**config.mk**
```make
export PLATFORM = sky130hd
export DESIGN_NAME = spdc_ctrl
export DESIGN_NICKNAME = d
export VERILOG_FILES = /design/src/hw/rtl/spdc_pkg.sv /design/src/hw/rtl/spdc_ctrl.sv
export VERILOG_INCLUDE_DIRS = /design/src /design/src/hw/rtl
export SDC_FILE = /design/constraint.sdc
export NUM_CORES = 1
export LEC_CHECK = 0
export BUFFER_PORTS_ARGS = -buffer_cell sky130_fd_sc_hd__buf_4
export CAP_MARGIN = 5
export CORE_AREA = 4 4 41 43
export DETAILED_ROUTE_END_ITERATION = 16
export DIE_AREA = 0 0 45 47
export MAX_ROUTING_LAYER = met4
export PLACE_DENSITY_LB_ADDON = 0.15
export SLEW_MARGIN = 20
export SYNTH_ARGS = -nofsm -noshare
export SYNTH_HDL_FRONTEND = slang
export SYNTH_SLANG_ARGS = --single-unit
```
**constraint.sdc**
```tcl
create_clock -name aclk -period 3.45 [get_ports aclk]
set_input_delay 0 -clock aclk [delete_from_list [all_inputs] [get_ports aclk]]
set_output_delay 0 -clock aclk [all_outputs]
set_load 0.05 [all_outputs]
```
**src/hw/rtl/site_pattern_dedup_counter_top_assert.svh**
```systemverilog
// Assertion macros shared by the site pattern dedup counter RTL.
// No dependencies; included by the modules that carry assertions.
`ifndef SITE_PATTERN_DEDUP_COUNTER_TOP_ASSERT_SVH
`define SITE_PATTERN_DEDUP_COUNTER_TOP_ASSERT_SVH

// Same-cycle implication, checked outside reset
`define SPDC_ASSERT_SAME(label, clk, rst_n, ante, cons, msg) \
    label: assert property (@(posedge clk) disable iff (!rst_n) (ante) |-> (cons)) \
        else $error(msg);

// Next-cycle implication, checked outside reset
`define SPDC_ASSERT_NEXT(label, clk, rst_n, ante, cons, msg) \
    label: assert property (@(posedge clk) disable iff (!rst_n) (ante) |=> (cons)) \
        else $error(msg);

`endif

```
**src/hw/rtl/spdc_pkg.sv**
```systemverilog
// Shared types and constants of the site pattern dedup counter.
// No dependencies; used by controller, datapath and top level.
package spdc_pkg;

    localparam int SYMBOL_W    = 4;
    localparam int IDX_OUT_W   = 6;
    localparam int COUNT_OUT_W = 24;
    localparam int TOTAL_OUT_W = 7;
    localparam int S_TDATA_W   = 8;
    localparam int M_TDATA_W   = 40;
    localparam int M_TUSER_W   = 2;

    localparam logic [SYMBOL_W-1:0] GAP_CODE = 4'd4;

    typedef enum logic [1:0] {
        STATUS_MATCH = 2'd0,
        STATUS_NEW   = 2'd1,
        STATUS_GAP   = 2'd2,
        STATUS_FULL  = 2'd3
    } col_status_t;

    typedef enum logic [3:0] {
        ST_IDLE,
        ST_CHECK,
        ST_LEN_RD,
        ST_LEN_CHK,
        ST_ROW_RD,
        ST_ROW_CHK,
        ST_CNT_RD,
        ST_CNT_WR,
        ST_ALLOC,
        ST_OUT
    } spdc_state_t;

    // Controller to datapath commands
    typedef struct packed {
        logic col_accept;
        logic scan_start;
        logic slot_next;
        logic row_start;
        logic row_next;
        logic res_match;
        logic res_new;
        logic res_full;
        logic res_gap;
    } spdc_cmd_t;

    // Datapath to controller status
    typedef struct packed {
        logic gap_drop;
        logic scan_done;
        logic len_eq;
        logic row_eq;
        logic row_last;
        logic room;
    } spdc_sts_t;

endpackage

```
**src/hw/rtl/spdc_ctrl.sv**
```systemverilog
// Controller state machine of the site pattern dedup counter.
// Depends on spdc_pkg and the assertion macro header.
`include "site_pattern_dedup_counter_top_assert.svh"

module spdc_ctrl (
    input  logic               aclk,
    input  logic               aresetn,
    input  logic               s_tvalid,
    input  logic               s_tlast,
    output logic               s_tready,
    output logic               m_tvalid,
    input  logic               m_tready,
    input  spdc_pkg::spdc_sts_t sts,
    output spdc_pkg::spdc_cmd_t cmd
);

    spdc_pkg::spdc_state_t state_reg;
    spdc_pkg::spdc_state_t state_next;

    // state register
    always_ff @(posedge aclk) begin
        if (!aresetn) begin
            state_reg <= spdc_pkg::ST_IDLE;
        end else begin
            state_reg <= state_next;
        end
    end

    // next state
    always_comb begin
        state_next = state_reg;
        case (state_reg)
            spdc_pkg::ST_IDLE: begin
                if (s_tvalid && s_tlast) begin
                    state_next = spdc_pkg::ST_CHECK;
                end
            end
            spdc_pkg::ST_CHECK: begin
                state_next = sts.gap_drop ? spdc_pkg::ST_OUT : spdc_pkg::ST_LEN_RD;
            end
            spdc_pkg::ST_LEN_RD: begin
                state_next = sts.scan_done ? spdc_pkg::ST_ALLOC : spdc_pkg::ST_LEN_CHK;
            end
            spdc_pkg::ST_LEN_CHK: begin
                state_next = sts.len_eq ? spdc_pkg::ST_ROW_RD : spdc_pkg::ST_LEN_RD;
            end
            spdc_pkg::ST_ROW_RD: begin
                state_next = spdc_pkg::ST_ROW_CHK;
            end
            spdc_pkg::ST_ROW_CHK: begin
                if (!sts.row_eq) begin
                    state_next = spdc_pkg::ST_LEN_RD;
                end else if (sts.row_last) begin
                    state_next = spdc_pkg::ST_CNT_RD;
                end else begin
                    state_next = spdc_pkg::ST_ROW_RD;
                end
            end
            spdc_pkg::ST_CNT_RD: begin
                state_next = spdc_pkg::ST_CNT_WR;
            end
            spdc_pkg::ST_CNT_WR: begin
                state_next = spdc_pkg::ST_OUT;
            end
            spdc_pkg::ST_ALLOC: begin
                state_next = spdc_pkg::ST_OUT;
            end
            spdc_pkg::ST_OUT: begin
                if (m_tready) begin
                    state_next = spdc_pkg::ST_IDLE;
                end
            end
            default: begin
                state_next = spdc_pkg::ST_IDLE;
            end
        endcase
    end

    // outputs and datapath commands
    always_comb begin
        cmd      = '0;
        s_tready = 1'b0;
        m_tvalid = 1'b0;
        case (state_reg)
            spdc_pkg::ST_IDLE: begin
                s_tready       = 1'b1;
                cmd.col_accept = s_tvalid;
            end
            spdc_pkg::ST_CHECK: begin
                cmd.res_gap    = sts.gap_drop;
                cmd.scan_start = !sts.gap_drop;
            end
            spdc_pkg::ST_LEN_CHK: begin
                cmd.row_start = sts.len_eq;
                cmd.slot_next = !sts.len_eq;
            end
            spdc_pkg::ST_ROW_CHK: begin
                cmd.slot_next = !sts.row_eq;
                cmd.row_next  = sts.row_eq && !sts.row_last;
            end
            spdc_pkg::ST_CNT_WR: begin
                cmd.res_match = 1'b1;
            end
            spdc_pkg::ST_ALLOC: begin
                cmd.res_new  = sts.room;
                cmd.res_full = !sts.room;
            end
            spdc_pkg::ST_OUT: begin
                m_tvalid = 1'b1;
            end
            default: begin
                cmd = '0;
            end
        endcase
    end

    // checks
    `SPDC_ASSERT_SAME(a_one_side, aclk, aresetn, m_tvalid, !s_tready, "both channels open")
    `SPDC_ASSERT_NEXT(a_last_scans, aclk, aresetn, s_tvalid && s_tready && s_tlast,
        state_reg == spdc_pkg::ST_CHECK, "last row did not start the column check")
    `SPDC_ASSERT_SAME(a_one_result, aclk, aresetn, 1'b1,
        $countones({cmd.res_match, cmd.res_new, cmd.res_full, cmd.res_gap}) <= 1,
        "several result kinds at once")

endmodule

```
* Word-level counts from Yosys, hierarchy flattened *
Index checks and enable logic that the tools add are counted.
W data, S select, Z words.

operators by class
  eq/ne operators = 11
  bitwise operators = 0
  div/mod/pow operators = 0
  shift operators = 0
  reduce and logical (&&, ||, !) cells = 10
  multipliers = 0
  magnitude comparators = 0
  add/sub/neg operators = 0
  mux-type cells = 18

operator list
  operator              number
  $pmux W4 S9           1
  $eq A4 B3 Y1 const B  4
  $mux W4               4
  $eq A4 B2 Y1 const B  2
  $eq A4 B4 Y1 const B  2
  $mux W1               8
  $mux W3               2
  $logic_not A1 Y1      5
  $eq A4 B1 Y1 const B  1
  $logic_not A4 Y1      1
  $mux W2               2
  $ne A2 B2 Y1 const B  2
  $logic_and A1 B1 Y1   2
  $pmux W1 S2           1
  $reduce_and A2 Y1     1
  $reduce_or A2 Y1      1

storage, ports and cells
  bits in latches = 0
  output and inout bits = 11
  word-level logic and storage cells = 40
  memories = 0
  bits in registers = 4
  bits of input ports = 11
  memory bits (writable) = 0
  ROM bits = 0

* Longest topological paths before layout *
Gate-level depths: netlist (run 1).

  depth in word-level cells = 3
  mapped depth = 6
  depth with buffers taken out = 4

* Worst setup path before layout (run 1) *
OpenSTA, ideal clock, no wires.

  path type = reg-to-output
  start point = register state_reg[1]
  end point = output cmd[7] in the netlist's numbering
  path slack = 1.358 ns
  buffers on the path = 2
  data required time = 3.450 ns
  data arrival time = 2.092 ns
  cell stages (with the launch flop) = 4
  cell sequence = dfxtp_1 > buf_6 > buf_6 > nor4_1

RTL lines
  what                    RTL line         RTL
  from (decl)             spdc_ctrl.sv:17  spdc_pkg::spdc_state_t state_reg;
  from (signal assigned)  spdc_ctrl.sv:23  state_reg <= spdc_pkg::ST_IDLE;
  from (signal assigned)  spdc_ctrl.sv:25  state_reg <= state_next;
  to (decl)               spdc_ctrl.sv:14  output spdc_pkg::spdc_cmd_t cmd

==> results.cfg, run 1 <==
[grt]
grt_antenna_before_repair = 0
grt.total_usage_pct = 11.3
grt_max_degree = 18
grt_first_pass_wirelength_um = 1660
grt_pass1_vias = 428
globalRouteOverflowTotal = 0

[final_layout]
drive_gt1_share_pct = 39.0
layout.filler_cells = 136
area_delta_synth_final_pct = 37.0
fin_nets = 90
postLayoutCoreUtil_pct = 46.3
antenna_cells_inserted = 0
largest_register_ff_count = 4

[critical_path]
signal_arrival_time_at_the_worst_endpoint_ns = 1.63
crit_type = reg2out
timing.critical_path.required_ns = 3.45
timing.critical_path.fanout_max = 12
worst_setup_path_start_kind = register
worstSetupEndpointType = primary output

[drt]
wl_per_cell_um = 11.4
drt_wl_total_um = 1050
route.vias.total = 468
drt_iter0_drc = 4
antenna_violating_nets_post_route = 0
first_pass_iteration_count_of_the_detailed_router = 4
total_drc_errors_in_the_routed_layout = 0
route.detailed.vias_per_inst = 5.09

[clocking]
cts.path.max_buffers = 2
cts_buffers = 3
clockRootBuffer = sky130_fd_sc_hd__clkbuf_4
cts_max_level = 1
cts.reportedPaths.clkPinSlew_ns = 0.04
resized_cells_post_cts = 0
clock_latency_ns = 0.23
clock_tree_from_tritoncts = yes
cts_num_sinks = 4

[run]
cap_violations = 0

[timing]
timing.setup.tns_ns = 0
period_needed_ns = 1.63
final_clock_period_utilization_by_the_worst_path_pct = 47.3
final-setup-viol-count = 0
hold_viol = 0
timing_max_transition_violations_final = 0
finClkSkew_ns = 0.000794
timing.max_slew.rel_slack_pct = 62.7
max_slew.worst_pin.slew_ns = 0.558
rsz0062_at_grt = no
achievable-frequency_mhz = 613
hold_slack_ns = 0.0478

[synthesis]
syn_avg_cell_area_sq_um = 7.70
synth_edf_count = 0
async_flop_share_pct = 0
synth_largest_type_area_fraction_pct = 18.2
synth_fp_nets = 68
ys_dominant_reg_cell = sky130_fd_sc_hd__dfxtp_1
postSynthRegisterBits = 4
synthCells = 57
seq_area_frac_synth_pct = 18.2
synth_area_leader_cell = sky130_fd_sc_hd__dfxtp_1
yosys-top-cells-area = sky130_fd_sc_hd__dfxtp_1 (18%), sky130_fd_sc_hd__buf_6 (7.7%), sky130_fd_sc_hd__a21oi_1 (5.7%)
synthesis.area_sq_um = 439
yosysUniqueCellTypes = 32
synthesis.yosys.warnings = 0

[floorplanning]
ios = 22
fp.dieArea_sq_um = 2120
core_area_sq_um = 1300
fp.dieW_um = 45
die_height_um = 47
placement_rows = 13
floorplan.initialDensity_pct = 33.7

[worst_hold_path]
min_path_type = in2reg

[status]
result_of_the_run = completed

[placed_design]
post-dp-hpwl_um = 804
placement.io_buffers = 21
place.gp.congestion = 0.690

[pwr]
leakagePower_nw = 0.263
p_per_area_nw_per_um2 = 640
vdd.ir_drop.worst_v = 0.000279
-- path summary, 6_finish.rpt --
kind | start | end | slack, ns | depth (start not counted)
max reg2reg | state_reg[1]$_SDFFE_PN0P_ | state_reg[3]$_SDFFE_PN0P_ | 2.05 | 4
min reg2reg | state_reg[2]$_SDFFE_PN0P_ | state_reg[3]$_SDFFE_PN0P_ | 0.73 | 2
min | m_tready | state_reg[0]$_SDFFE_PN0P_ | 0.05 | 3
max | state_reg[0]$_SDFFE_PN0P_ | cmd[5] | 1.82 | 4
-- timing repair --
| action | in CTS | in global routing |
|---|---|---|
| buffers inserted | 0 | 0 |
| hold endpoints to repair | 1 | 0 |
| hold buffers | 1 | 0 |
-- cells in the final DEF, fill, tap and decap left out --
master,Yosys,final
sky130_fd_sc_hd__buf_4,1,21
sky130_fd_sc_hd__a211oi_1,1,1
sky130_fd_sc_hd__a21oi_1,5,5
sky130_fd_sc_hd__nor3b_2,1,1
sky130_fd_sc_hd__a41oi_1,1,1
sky130_fd_sc_hd__and2_1,1,1
sky130_fd_sc_hd__a211o_1,1,1
sky130_fd_sc_hd__dlygate4sd3_1,0,1
sky130_fd_sc_hd__o221ai_1,1,1
sky130_fd_sc_hd__and3_1,4,4
sky130_fd_sc_hd__a21boi_1,1,1
sky130_fd_sc_hd__o31ai_1,1,1
sky130_fd_sc_hd__mux2i_1,1,1
sky130_fd_sc_hd__nor4_1,1,1
sky130_fd_sc_hd__nor3_1,2,2
sky130_fd_sc_hd__nand2b_1,4,4
sky130_fd_sc_hd__dfxtp_1,4,4
sky130_fd_sc_hd__o21a_1,1,1
sky130_fd_sc_hd__clkbuf_4,0,3
sky130_fd_sc_hd__nor2b_1,2,2
sky130_fd_sc_hd__or2b_1,1,1
sky130_fd_sc_hd__nand2_1,3,3
sky130_fd_sc_hd__inv_4,1,1
sky130_fd_sc_hd__nor3b_1,2,2
sky130_fd_sc_hd__nand4b_1,1,1
sky130_fd_sc_hd__nor2_1,6,6
sky130_fd_sc_hd__nor3_2,1,1
sky130_fd_sc_hd__mux2_2,1,1
sky130_fd_sc_hd__a2bb2oi_1,1,1
sky130_fd_sc_hd__nand2_2,1,1
sky130_fd_sc_hd__inv_1,1,1
sky130_fd_sc_hd__nor4_2,1,1
-- critical path, cell delays in order, from the launching register on --
cell,delay (ns)
sky130_fd_sc_hd__dfxtp_1,0.55
sky130_fd_sc_hd__nor2b_1,0.26
sky130_fd_sc_hd__nand2_1,0.12
sky130_fd_sc_hd__nor3b_1,0.24
sky130_fd_sc_hd__buf_4,0.23
-- final cells by class --
cell class / instances / area [sq um] / area share [%]
tap: 15 / 18.8 / 3.12
multi-input combinational: 46 / 303 / 50.3
sequential: 4 / 80.1 / 13.3
timing repair buffer: 22 / 168 / 27.9
clock buffer: 3 / 22.5 / 3.74
inverter: 2 / 10.0 / 1.66
-- cell usage after synthesis (2+ instances only) --
| cell type | count |
|---|---|
| sky130_fd_sc_hd__a21oi_1 | 5 |
| sky130_fd_sc_hd__and3_1 | 4 |
| sky130_fd_sc_hd__buf_6 | 3 |
| sky130_fd_sc_hd__dfxtp_1 | 4 |
| sky130_fd_sc_hd__nand2_1 | 3 |
| sky130_fd_sc_hd__nand2b_1 | 4 |
| sky130_fd_sc_hd__nor2_1 | 6 |
| sky130_fd_sc_hd__nor2b_1 | 2 |
| sky130_fd_sc_hd__nor3_1 | 2 |
| sky130_fd_sc_hd__nor3b_1 | 2 |
-- report_power, final --
part           internal (W)  switching [W]
Sequential        0.0000574      0.0000395
Combinational     0.0000959       0.000136
Clock             0.0000388      0.0000177
Total              0.000192       0.000193
-- metal layers --
layer | wire (um) | global-route usage, % | share of wire, %
met1 | 466 | 12.9 | 44
met2 | 508 | 16.9 | 48
met3 | 78 | 1.53 | 7.4
met4 | 0 | 10.5 | 0
met5 | 0 | - | 0
-- kinds of logic (layout without fill, tap and decap cells) --
| kind of cell | count (synthesis) | in the layout | share of synthesized area (%) |
|---|---|---|---|
| muxes | 2 | 2 | 4.84 |
| DFF | 4 | 4 | 18.2 |
| buffers and inverters | 7 | 27 | 12.8 |
| AOI/OAI and AO/OA | 13 | 13 | 20.5 |
| and+or+nand+nor | 31 | 31 | 43.6 |
-- through the flow --
step,worst slack [ns],std cells,area (sq um),power (W)
2_1_floorplan,1.36,57,439,0.000281
3_3_place_gp,2.07,88,569,0.000329
3_5_place_dp,2.07,88,569,0.000330
4_1_cts,1.81,92,602,0.000391
5_1_grt,1.69,92,602,0.000414
6_report,1.82,92,602,0.000385
(Power assumes the default switching activity.)
==> inputs of run 2 (changes only) <==
==> constraint.sdc (replaced) <==
create_clock -name aclk -period 1.6 [get_ports aclk]
set_input_delay 0 -clock aclk [delete_from_list [all_inputs] [get_ports aclk]]
set_output_delay 0 -clock aclk [all_outputs]
set_load 0.05 [all_outputs]
==> run 2 against run 1 <==
  * Combinational power grew to 2.5 times the previous value
  * Total power grew 130%
  * Sequential power grew 85%
  * Design area grew 8.5%
  * Global-route usage shrank 1.2 points
  * Critical path depth is the same
  * Final cell count grew 3.3%
==> results.cfg, run 2 (synthesized netlist as in run 1, its figures left out) <==
[final_layout]
layout.cells.most_common = sky130_fd_sc_hd__buf_4
postLayoutCoreUtil_pct = 50.2
fin_nets = 93
layout.cells.most_common_list = sky130_fd_sc_hd__buf_4 (24), sky130_fd_sc_hd__nor2_1 (5), sky130_fd_sc_hd__a21oi_1 (5)
final_cell_area_sq_um = 653
largest_register_ff_count = 4
drive_gt1_share_pct = 47.5
antenna_cells_inserted = 0
area_delta_synth_final_pct = 48.7
layout.filler_cells = 140

[pwr]
finalPower_w = 0.000886
p_per_area_nw_per_um2 = 1360
vdd.ir_drop.worst_v = 0.000770
leakagePower_nw = 0.285

[placed_design]
placedInstanceArea_sq_um = 619
placement.io_buffers = 21
post-dp-hpwl_um = 847
place.gp.congestion = 0.781

[timing]
hold_viol = 0
rsz0062_at_grt = no
max_slew.worst_pin.slew_ns = 0.428
period_needed_ns = 1.46
timing.max_slew.rel_slack_pct = 71.4
timing.setup.tns_ns = 0
hold_slack_ns = 0.0451
finClkSkew_ns = 0.000501
achievable-frequency_mhz = 684
timing_max_transition_violations_final = 0
final-setup-viol-count = 0
final_clock_period_utilization_by_the_worst_path_pct = 91.4

[drt]
wl_met3_um = 73
met2_wirelength_um = 483
drt_wl_total_um = 1030
route.vias.total = 479
wl_per_cell_um = 10.9
total_drc_errors_in_the_routed_layout = 0
route.detailed.vias_per_inst = 5.04
first_pass_iteration_count_of_the_detailed_router = 4
antenna_violating_nets_post_route = 0
detail_route.wirelength.met1_um = 456
drt_iter0_drc = 2
top_layer_used = met4

[status]
result_of_the_run = completed

[critical_path]
critical-path-max-stage-delay_ns = 0.57
critical_path.top_delay_family = flip-flops
signal_arrival_time_at_the_worst_endpoint_ns = 1.46
worst_setup_path_startpoint = state_reg[2]$_SDFFE_PN0P_
timing.critical_path.required_ns = 1.60
ff2ff_setup_slack_ns = 0.27
timing.rr.start = state_reg[2]$_SDFFE_PN0P_
crit_type = reg2out
timing.critical_path.fanout_max = 11
crit_path_cell_trace = nor3b_2 > a21oi_1 > nor2_2 > buf_4
worst_setup_path_start_kind = register
worstSetupEndpointType = primary output
critical-path-slowest-cell = sky130_fd_sc_hd__dfxtp_1
critPathBufInv = 1

[run]
cap_violations = 0

[floorplanning]
ios = 22
fp.dieArea_sq_um = 2120
floorplan.initialDensity_pct = 33.7
die_height_um = 47
placement_rows = 13
fp.dieW_um = 45
core_area_sq_um = 1300

[clocking]
clockRootBuffer = sky130_fd_sc_hd__clkbuf_4
clock_latency_ns = 0.23
clock_tree_from_tritoncts = yes
cts_max_level = 1
cts_buffers = 3
cts_num_sinks = 4
cts.reportedPaths.clkPinSlew_ns = 0.04
cts.path.max_buffers = 2

[worst_hold_path]
hp-start = m_tready
min_path_type = in2reg

[grt]
grt_pass1_vias = 372
grt.total_usage_pct = 10.1
grt_max_degree = 18
globalRouteOverflowTotal = 0
grt_antenna_before_repair = 0
grt_first_pass_wirelength_um = 1550
[run 2: cell types whose count changed in the layout (fill, tap and decap cells not counted), sizes merged]
cell,previous run,this run
buf,21,24
[run 2: worst register-to-register path: cells and delay by family, from the launching register on]
kind                   cells  cell delay [ns]
AOI/OAI and AO/OA          3             0.50
buffers and inverters      1             0.22
DFF                        1             0.43
and+or+nand+nor            1             0.05
[run 2: area by class of cell]
| type | instances | area (sq um) | area share, % |
|---|---|---|---|
| Clock buffer | 3 | 22.5 | 3.45 |
| Multi-Input combinational cell | 46 | 330 | 50.6 |
| Timing Repair Buffer | 25 | 190 | 29.1 |
| Inverter | 2 | 10.0 | 1.53 |
| Sequential cell | 4 | 81.3 | 12.5 |
| Tap cell | 15 | 18.8 | 2.87 |
[run 2: through the flow]
step | setup slack [ns] | std cells
2_1_floorplan | -0.0943 | 57
3_3_place_gp | 0.220 | 91
3_5_place_dp | 0.182 | 91
4_1_cts | 0.119 | 95
5_1_grt | 0.0414 | 95
6_report | 0.137 | 95
[run 2: worst paths after layout]
path / cells past startpoint / endpoint
max: 4 / cmd[6]
min: 3 / state_reg[0]$_SDFFE_PN0P_
max reg2reg: 5 / state_reg[0]$_SDFFE_PN0P_
min reg2reg: 1 / state_reg[2]$_SDFFE_PN0P_
[run 2: where the power goes]
group	switching (W)	internal (W)	total [W]
Combinational	0.000339	0.000246	0.000585
Clock	0.0000385	0.0000837	0.000122
Sequential	0.0000536	0.000125	0.000179
Total	0.000432	0.000455	0.000886
[run 2: routing by layer]
metal	vias to the layer above	GRT usage (%)
met4	0	5.26
met3	2	1.53
met5	-	-
li1	252	-
met1	212	13.0
met2	13	15.3
[run 2: what timing repair did]
item | 4_1_cts | 5_1_grt
hold buffers | 1 | 0
hold endpoints to repair | 1 | 0
setup buffers | 0 | 0
endpoints found under the setup margin | 1 | 0
gates resized for setup | 1 | 0
